**src/rtl/core/fpe_pkg.sv**
```systemverilog
// Shared types, constants and plane tables for the frustum plane extraction core.
// No dependencies; used by fpe_ctrl, fpe_dp and frustum_plane_extraction_core.
package fpe_pkg;

  localparam int FRAC_BITS_DEF = 16;
  localparam int SQRT_STEPS    = 49;   // root bits of sqrt(S * 2^32)
  localparam logic [2:0] PLANE_LAST  = 3'd5;
  localparam logic [1:0] COL_TRIGGER = 2'd3;
  localparam logic [1:0] ELEM_LAST   = 2'd3;

  // left, right, bottom, top, near, far
  function automatic logic plane_use3(input logic [2:0] p);
    return (p != 3'd4);
  endfunction

  function automatic logic [1:0] plane_other(input logic [2:0] p);
    logic [1:0] r;
    unique case (p)
      3'd0, 3'd1: r = 2'd0;
      3'd2, 3'd3: r = 2'd1;
      default:    r = 2'd2;
    endcase
    return r;
  endfunction

  function automatic logic plane_sub(input logic [2:0] p);
    return p[0];
  endfunction

  typedef struct packed {
    logic       col_we;
    logic       load_c3;
    logic       form_v;
    logic       sq_step;
    logic       sqrt_start;
    logic       sqrt_step;
    logic       div_start;
    logic       div_step;
    logic       div_save;
    logic       out_load;
    logic [1:0] k;
    logic [2:0] plane;
  } cmd_t;

  typedef struct packed {
    logic s_zero;
    logic out_free;
  } sts_t;

endpackage

```
**src/rtl/core/fpe_ctrl.sv**
```systemverilog
// Sequencer for the frustum plane extraction core: walks planes, square sums,
// root and division steps. Depends on fpe_pkg.
module fpe_ctrl #(
  parameter int FRAC_BITS = fpe_pkg::FRAC_BITS_DEF
) (
  input  logic          clk,
  input  logic          rst_n,
  input  logic          in_tvalid,
  input  logic [1:0]    in_col,
  output logic          in_tready,
  input  fpe_pkg::sts_t sts,
  output fpe_pkg::cmd_t cmd
);

  localparam int NW    = FRAC_BITS + 51;
  localparam int CNT_W = $clog2(NW);

  typedef enum logic [3:0] {
    S_IDLE, S_FORM, S_SQ, S_ZCHK, S_SQRT, S_DIV_LD, S_DIV, S_DIV_SAVE, S_EMIT
  } state_t;

  state_t             state_r, state_nxt;
  logic [2:0]         plane_r, plane_nxt;
  logic [1:0]         k_r, k_nxt;
  logic [CNT_W-1:0]   cnt_r, cnt_nxt;
  logic               acc_in;

  assign in_tready = (state_r == S_IDLE);
  assign acc_in    = in_tvalid && in_tready;

  always_comb begin
    state_nxt = state_r;
    plane_nxt = plane_r;
    k_nxt     = k_r;
    cnt_nxt   = cnt_r;
    unique case (state_r)
      S_IDLE: begin
        if (acc_in && in_col == fpe_pkg::COL_TRIGGER) begin
          plane_nxt = 3'd0;
          state_nxt = S_FORM;
        end
      end
      S_FORM: begin
        k_nxt     = 2'd0;
        state_nxt = S_SQ;
      end
      S_SQ: begin
        k_nxt = k_r + 2'd1;
        if (k_r == fpe_pkg::ELEM_LAST) state_nxt = S_ZCHK;
      end
      S_ZCHK: begin
        cnt_nxt = '0;
        state_nxt = sts.s_zero ? S_EMIT : S_SQRT;
      end
      S_SQRT: begin
        cnt_nxt = cnt_r + 1'b1;
        if (cnt_r == CNT_W'(fpe_pkg::SQRT_STEPS - 1)) begin
          k_nxt     = 2'd0;
          state_nxt = S_DIV_LD;
        end
      end
      S_DIV_LD: begin
        cnt_nxt   = '0;
        state_nxt = S_DIV;
      end
      S_DIV: begin
        cnt_nxt = cnt_r + 1'b1;
        if (cnt_r == CNT_W'(NW - 1)) state_nxt = S_DIV_SAVE;
      end
      S_DIV_SAVE: begin
        k_nxt = k_r + 2'd1;
        state_nxt = (k_r == fpe_pkg::ELEM_LAST) ? S_EMIT : S_DIV_LD;
      end
      S_EMIT: begin
        if (sts.out_free) begin
          plane_nxt = plane_r + 3'd1;
          state_nxt = (plane_r == fpe_pkg::PLANE_LAST) ? S_IDLE : S_FORM;
        end
      end
      default: state_nxt = S_IDLE;
    endcase
  end

  always_comb begin
    cmd            = '0;
    cmd.k          = k_r;
    cmd.plane      = plane_r;
    cmd.col_we     = acc_in && in_col != fpe_pkg::COL_TRIGGER;
    cmd.load_c3    = acc_in && in_col == fpe_pkg::COL_TRIGGER;
    cmd.form_v     = (state_r == S_FORM);
    cmd.sq_step    = (state_r == S_SQ);
    cmd.sqrt_start = (state_r == S_ZCHK);
    cmd.sqrt_step  = (state_r == S_SQRT);
    cmd.div_start  = (state_r == S_DIV_LD);
    cmd.div_step   = (state_r == S_DIV);
    cmd.div_save   = (state_r == S_DIV_SAVE);
    cmd.out_load   = (state_r == S_EMIT) && sts.out_free;
  end

  always_ff @(posedge clk) begin
    if (!rst_n) begin
      state_r <= S_IDLE;
      plane_r <= '0;
      k_r     <= '0;
      cnt_r   <= '0;
    end else begin
      state_r <= state_nxt;
      plane_r <= plane_nxt;
      k_r     <= k_nxt;
      cnt_r   <= cnt_nxt;
    end
  end

endmodule

```
**src/rtl/core/fpe_dp.sv**
```systemverilog
// Datapath of the frustum plane extraction core: column store, plane sums,
// square accumulator, bit-pair square root, serial divider, output register.
// Depends on fpe_pkg.
module fpe_dp #(
  parameter int FRAC_BITS = fpe_pkg::FRAC_BITS_DEF
) (
  input  logic          clk,
  input  logic          rst_n,
  input  fpe_pkg::cmd_t cmd,
  output fpe_pkg::sts_t sts,
  input  logic [127:0]  in_tdata,
  input  logic [1:0]    in_col,
  output logic          out_tvalid,
  input  logic          out_tready,
  output logic [127:0]  out_tdata,
  output logic [3:0]    out_tuser,
  output logic          out_tlast
);

  localparam int NW    = FRAC_BITS + 51;   // numerator bits of the rounded divide
  localparam int RT_W  = fpe_pkg::SQRT_STEPS;
  localparam int X_W   = 2 * RT_W;
  localparam int REM_W = RT_W + 3;

  logic signed [31:0] elem [4];
  logic signed [31:0] store_r [3][4];
  logic signed [31:0] c3_r [4];
  logic signed [32:0] v_r [4];
  logic signed [32:0] v_new [4];
  logic [65:0]        prod_r, acc_r;
  logic [65:0]        sq_w;
  logic [X_W-1:0]     x_r;
  logic [REM_W-1:0]   rem_r, rem2, trial;
  logic [RT_W-1:0]    root_r;
  logic [NW-1:0]      num_r;
  logic [RT_W+1:0]    dr_r, dr2, dvs;
  logic [32:0]        q_r;
  logic               ovf_r, neg_r;
  logic [31:0]        res_r [4];
  logic signed [32:0] sel_v;
  logic [32:0]        sel_mag;
  logic [31:0]        fmt;
  logic               big;
  logic               out_valid_r;
  logic [127:0]       out_data_r;
  logic [2:0]         out_plane_r;
  logic               out_degen_r;

  always_comb begin
    for (int k = 0; k < 4; k++) elem[k] = in_tdata[32*k +: 32];
  end

  // plane sums from one stored column and, except for the near plane, the trigger column
  always_comb begin
    logic signed [32:0] va, vb;
    logic [1:0]         oc;
    oc = fpe_pkg::plane_other(cmd.plane);
    for (int k = 0; k < 4; k++) begin
      vb = {store_r[oc][k][31], store_r[oc][k]};
      va = fpe_pkg::plane_use3(cmd.plane) ? {c3_r[k][31], c3_r[k]} : 33'sd0;
      v_new[k] = fpe_pkg::plane_sub(cmd.plane) ? va - vb : va + vb;
    end
  end

  assign sel_v   = v_r[cmd.k];
  assign sel_mag = sel_v[32] ? 33'(-sel_v) : 33'(sel_v);
  assign sq_w    = sel_mag * sel_mag;

  assign rem2  = {rem_r[REM_W-3:0], x_r[X_W-1 -: 2]};
  assign trial = REM_W'({root_r, 2'b01});

  assign dvs = (RT_W+2)'({root_r, 1'b0});
  assign dr2 = {dr_r[RT_W:0], num_r[NW-1]};

  always_comb begin
    if (neg_r) begin
      big = ovf_r || q_r[32] || q_r[31];
      fmt = big ? 32'h8000_0000 : (32'd0 - q_r[31:0]);
    end else begin
      big = ovf_r || q_r[32] || (q_r[31:0] >= 32'h7FFF_FFFF);
      fmt = big ? 32'h7FFF_FFFF : q_r[31:0];
    end
  end

  always_ff @(posedge clk) begin
    if (cmd.col_we) begin
      for (int k = 0; k < 4; k++) store_r[in_col][k] <= elem[k];
    end
    if (cmd.load_c3) begin
      for (int k = 0; k < 4; k++) c3_r[k] <= elem[k];
    end
    if (cmd.form_v) begin
      for (int k = 0; k < 4; k++) v_r[k] <= v_new[k];
      acc_r <= '0;
    end
    if (cmd.sq_step) begin
      if (cmd.k != fpe_pkg::ELEM_LAST) prod_r <= sq_w;
      if (cmd.k != 2'd0) acc_r <= acc_r + prod_r;
    end
    if (cmd.sqrt_start) begin
      x_r    <= X_W'({acc_r, 32'd0});
      rem_r  <= '0;
      root_r <= '0;
    end
    if (cmd.sqrt_step) begin
      x_r <= {x_r[X_W-3:0], 2'b00};
      if (rem2 >= trial) begin
        rem_r  <= rem2 - trial;
        root_r <= {root_r[RT_W-2:0], 1'b1};
      end else begin
        rem_r  <= rem2;
        root_r <= {root_r[RT_W-2:0], 1'b0};
      end
    end
    if (cmd.div_start) begin
      num_r <= NW'({sel_mag, {(FRAC_BITS + 17){1'b0}}}) + NW'(root_r);
      dr_r  <= '0;
      q_r   <= '0;
      ovf_r <= 1'b0;
      neg_r <= sel_v[32];
    end
    if (cmd.div_step) begin
      num_r <= {num_r[NW-2:0], 1'b0};
      ovf_r <= ovf_r | q_r[32];
      if (dr2 >= dvs) begin
        dr_r <= dr2 - dvs;
        q_r  <= {q_r[31:0], 1'b1};
      end else begin
        dr_r <= dr2;
        q_r  <= {q_r[31:0], 1'b0};
      end
    end
    if (cmd.div_save) res_r[cmd.k] <= fmt;
    if (cmd.out_load) begin
      out_plane_r <= cmd.plane;
      out_degen_r <= sts.s_zero;
      for (int k = 0; k < 4; k++) out_data_r[32*k +: 32] <= sts.s_zero ? 32'd0 : res_r[k];
    end
  end

  always_ff @(posedge clk) begin
    if (!rst_n) begin
      out_valid_r <= 1'b0;
    end else if (cmd.out_load) begin
      out_valid_r <= 1'b1;
    end else if (out_tready) begin
      out_valid_r <= 1'b0;
    end
  end

  assign sts.s_zero   = (acc_r == '0);
  assign sts.out_free = !out_valid_r || out_tready;

  assign out_tvalid = out_valid_r;
  assign out_tdata  = out_data_r;
  assign out_tuser  = {out_degen_r, out_plane_r};
  assign out_tlast  = (out_plane_r == fpe_pkg::PLANE_LAST);

endmodule

```
**src/rtl/core/frustum_plane_extraction_core.sv**
```systemverilog
// Frustum plane extraction, left-handed convention. Columns 0 to 2 of the
// view-projection matrix are stored; column 3 starts six plane results (left,
// right, bottom, top, near, far). No column is taken while planes are being
// computed. Each plane uses a shared bit-pair square root of 49 steps and four
// serial divisions of FRAC_BITS + 51 steps. A degenerate plane skips root and
// divisions. Column 0 to 2 must be written before the first column 3. Depends
// on fpe_pkg, fpe_ctrl and fpe_dp.
module frustum_plane_extraction_core #(
  parameter int FRAC_BITS = fpe_pkg::FRAC_BITS_DEF
) (
  input  logic         clk,
  input  logic         rst_n,
  input  logic         in_tvalid,
  output logic         in_tready,
  input  logic [127:0] in_tdata,   // elem_x, elem_y, elem_z, elem_w
  input  logic [1:0]   in_tuser,   // column_index
  output logic         out_tvalid,
  input  logic         out_tready,
  output logic [127:0] out_tdata,  // normal_x, normal_y, normal_z, plane_offset
  output logic [3:0]   out_tuser,  // plane_id[2:0], degenerate
  output logic         out_tlast
);

  fpe_pkg::cmd_t cmd;
  fpe_pkg::sts_t sts;

  fpe_ctrl #(.FRAC_BITS(FRAC_BITS)) u_ctrl (
    .clk       (clk),
    .rst_n     (rst_n),
    .in_tvalid (in_tvalid),
    .in_col    (in_tuser),
    .in_tready (in_tready),
    .sts       (sts),
    .cmd       (cmd)
  );

  fpe_dp #(.FRAC_BITS(FRAC_BITS)) u_dp (
    .clk        (clk),
    .rst_n      (rst_n),
    .cmd        (cmd),
    .sts        (sts),
    .in_tdata   (in_tdata),
    .in_col     (in_tuser),
    .out_tvalid (out_tvalid),
    .out_tready (out_tready),
    .out_tdata  (out_tdata),
    .out_tuser  (out_tuser),
    .out_tlast  (out_tlast)
  );

endmodule

```
**config.mk**
```make
export PLATFORM = sky130hd
export DESIGN_NAME = frustum_plane_extraction_core
export DESIGN_NICKNAME = d
export VERILOG_FILES = /design/src/rtl/core/fpe_pkg.sv /design/src/rtl/core/fpe_ctrl.sv /design/src/rtl/core/fpe_dp.sv /design/src/rtl/core/frustum_plane_extraction_core.sv
export SDC_FILE = /design/constraint.sdc
export NUM_CORES = 2
export LEC_CHECK = 0
export ABC_AREA = 0
export BUFFER_PORTS_ARGS = -buffer_cell sky130_fd_sc_hd__buf_2
export CELL_PAD_IN_SITES_DETAIL_PLACEMENT = 0
export CELL_PAD_IN_SITES_GLOBAL_PLACEMENT = 1
export CORE_ASPECT_RATIO = 1.75
export CORE_MARGIN = 5
export CORE_UTILIZATION = 45
export DETAILED_ROUTE_END_ITERATION = 12
export PLACE_DENSITY_LB_ADDON = 0.2
export SYNTH_ARGS = -nofsm -noshare
export SYNTH_HDL_FRONTEND = slang
export SYNTH_SLANG_ARGS = --single-unit
```
**constraint.sdc**
```tcl
create_clock -name clk -period 15.4 [get_ports clk]
set_input_delay 1.54 -clock clk [delete_from_list [all_inputs] [get_ports clk]]
set_output_delay 1.54 -clock clk [all_outputs]
set_load 0.02 [all_outputs]
```
==> results.txt <==
FF+latch count, synth -> 1371
Nature of the critical path startpoint -> register
Grt ovf -> 0
Mapped Cells -> 9716
H-tree Lvls -> 4
Total track usage -> 25.23%
Hold Path Class -> register to register
Post-CTS sizing -> 0
Core ar. -> 225700 sq um
Setup Buffers After CTS -> 0
Final period utilization -> 86.17%
Top cell by count, worst path -> fa_1
Netlist Area Pre-Place -> 101900 sq um
Drt wl/cell -> 23.06 microns
Crit path arrival time -> 13840 ps
Count of cell types in the netlist -> 102
CP required -> 15970 ps
Count leader, synth -> inv_1
Share of the synthesized area in the top cell type -> 37.88%
Final nets -> 11530
Async SR Flop Fraction -> 0%
IO Port Bufs -> 268
Multi-input logic area -> 55530 sq um
Layout Skew -> 76.21 ps
Ys flop type -> edfxtp_1
Drt drc -> 0
Setup_tns -> 0 ps
Endpoints failing hold -> 0
Max clock buf depth -> 4
Max-cap violations -> 0
FMAX -> 75.35 MHz
DIE AREA -> 236400 sq um
Clock latency on the worst-skew pair -> 830 ps
Via density -> 5.450
Register area share after synthesis -> 39.57%
Die Wd -> 369.7 microns
DRT iter0 DRCs -> 4200
# setup viols final -> 0
Filler cell count -> 20690
Pins over their slew limit -> 0
CTS root buf -> clkbuf_16
R2r setup slk -> 2130 ps
Reg2reg path depth -> 38
CP max stage delay -> 680 ps
HPWL after detailed placement -> 238500 microns
Vias in the first global route -> 76050
CP Max Fanout -> 36
DR vias -> 71240
Final WL -> 301500 microns
Final Wtd Congestion -> 0.9585
RSZ-0062 raised after global routing -> no
Initial antenna violation count -> 20
Area Overhead vs Synth -> 9.667%
TritonCTS buffer count -> 145
Largest net degree at the start of global routing -> 171
Reg area -> 40310 sq um
Post-synth top area cell -> edfxtp_1
Die Y -> 639.4 microns
Final Critical Period -> 13270 ps
Commonest cells post-synth -> inv_1 (1321), edfxtp_1 (1285), nand2_1 (1057)
Final core occ -> 49.49%
Top post-synthesis cells by area -> edfxtp_1 (38%), fa_1 (17%), ha_1 (7.3%), inv_1 (4.9%), nand2_1 (3.9%)
Worst Hold Launch -> u_dp.num_r[0]
Slew Limit Headroom -> 17.00%
Global-route wire length before repair -> 452100 microns
Slew @ Worst Pin -> 1244 ps
Worst R2R End -> u_dp.prod_r[59]
Setup crit end kind -> register
Hold depth -> 2
Ports -> 269
Clk sink count -> 1371
Clock Pin Slew Worst Setup and Hold Paths -> 70 ps
CTS Hold Bufs -> 0
Post-Layout Cell Count -> 13070
Outcome -> finished clean
Initial Util -> 45.13%
Crit Path Class -> register to register
Number of instances in the placed design -> 12810
Synthesis Warnings -> 0
Number of synthesized flops with an enable pin -> 1285
CP max-delay cell -> o31ai_1
Antenna-violating nets left -> 0
Synthesized area per cell -> 10.48 sq um
Proportion of layout cells with a drive suffix above 1 -> 7.793%
DR pass1 iterations -> 5
Final hold slack -> 456.0 ps
Num rows -> 231
Hold Path End -> u_dp.num_r[0]
TritonCTS clock tree -> built
==> per-layer routing <==
metal / global-route usage [%] / wire length, microns / part of all wire, % / vias up
li1: - / - / - / 33300
met1: 24.19 / 98190 / 33 / 35220
met2: 49.97 / 167000 / 55 / 1880
met3: 2.825 / 11670 / 3.9 / 821
met4: 16.48 / 24490 / 8.1 / 24
met5: 0 / 163 / 0.054 / -
==> cells in the final DEF, fill, tap and decap left out, drive strengths merged, types with 117 or more instances in the layout <==
cell	instances
clkbuf	171
edfxtp	1285
nor2	742
fa	870
xnor2	368
and2	317
a31oi	142
nand2	1059
o21ai	400
a21o	219
mux2i	129
inv	1337
ha	591
nand3	168
a21oi	439
xor2	146
nor3	117
buf	414
==> logic make-up (layout without fill, tap and decap cells) <==
kind of cell,count (synthesis),after routing,synth area share (%)
simple gates,2838,2838,12.87
buf+inv,1708,2004,6.368
compound gates,1650,1650,10.25
fa+ha+maj,1461,1461,24.36
flops,1371,1371,39.57
xor+xnor,514,514,4.475
mux,172,172,2.097
other cells,2,33,0.007372
==> worst max-delay path by stage <==
| stage | slack (ps) | startpoint | cells after the start | end |
|---|---|---|---|---|
| after global routing | 1730 | register | 38 | u_dp.prod_r[59] |
| final | 2130 | register | 38 | u_dp.prod_r[59] |
| after floorplan | 4250 | in_tuser[0] | 1 | u_dp.store_r[0][0] |
| after detailed placement | 2120 | register | 38 | u_dp.prod_r[59] |
| after global placement | 2090 | register | 40 | u_dp.prod_r[59] |
| after CTS | 2160 | register | 38 | u_dp.prod_r[59] |
==> per-stage QoR <==
stage | area (sq um) | worst slack, ps
final | 111700 | 2129
after global routing | 111700 | 1727
after CTS | 111700 | 2157
after detailed placement | 107100 | 2123
after global placement | 107100 | 2090
after floorplan | 102000 | 4252
==> critical path, delay by kind of cell, from the launching register on <==
| family | cells | cell delay, ps |
|---|---|---|
| compound gates | 9 | 3060 |
| simple gates | 8 | 2760 |
| fa+ha+maj | 9 | 4300 |
| buf+inv | 10 | 2280 |
| xor+xnor | 2 | 300 |
| flops | 1 | 310 |
==> sequential cells by signal (all words and copies together) (netlist names), named ones only <==
register,flops
u_dp.rem_r,50
out_tdata,128
u_dp.num_r,67
u_dp.acc_r,66
u_dp.q_r,33
u_dp.out_degen_r,1
u_dp.out_tvalid,1
u_dp.out_plane_r,3
u_ctrl.plane_r,3
u_dp.dr_r,50
u_dp.x_r,66
u_ctrl.cnt_r,7
u_ctrl.k_r,2
u_dp.root_r,49
u_dp.prod_r,65
u_dp.ovf_r,1
u_dp.res_r,128
u_dp.store_r,384
u_dp.c3_r,128
u_dp.v_r,132
u_ctrl.state_r,4
u_dp.neg_r,1
==> final cells by class <==
type / instances / area share, %
antenna: 8 / 0.01792
clock buffer: 171 / 3.373
clock inverter: 81 / 0.7213
inverter: 1338 / 4.498
multi-input combinational: 6660 / 49.71
sequential: 1371 / 36.09
tap: 3029 / 3.392
timing repair buffer: 414 / 2.204
Power is left out: the tool's default activity adds up to more than one toggle a clock period on the data nets, which glitch-free logic cannot reach.
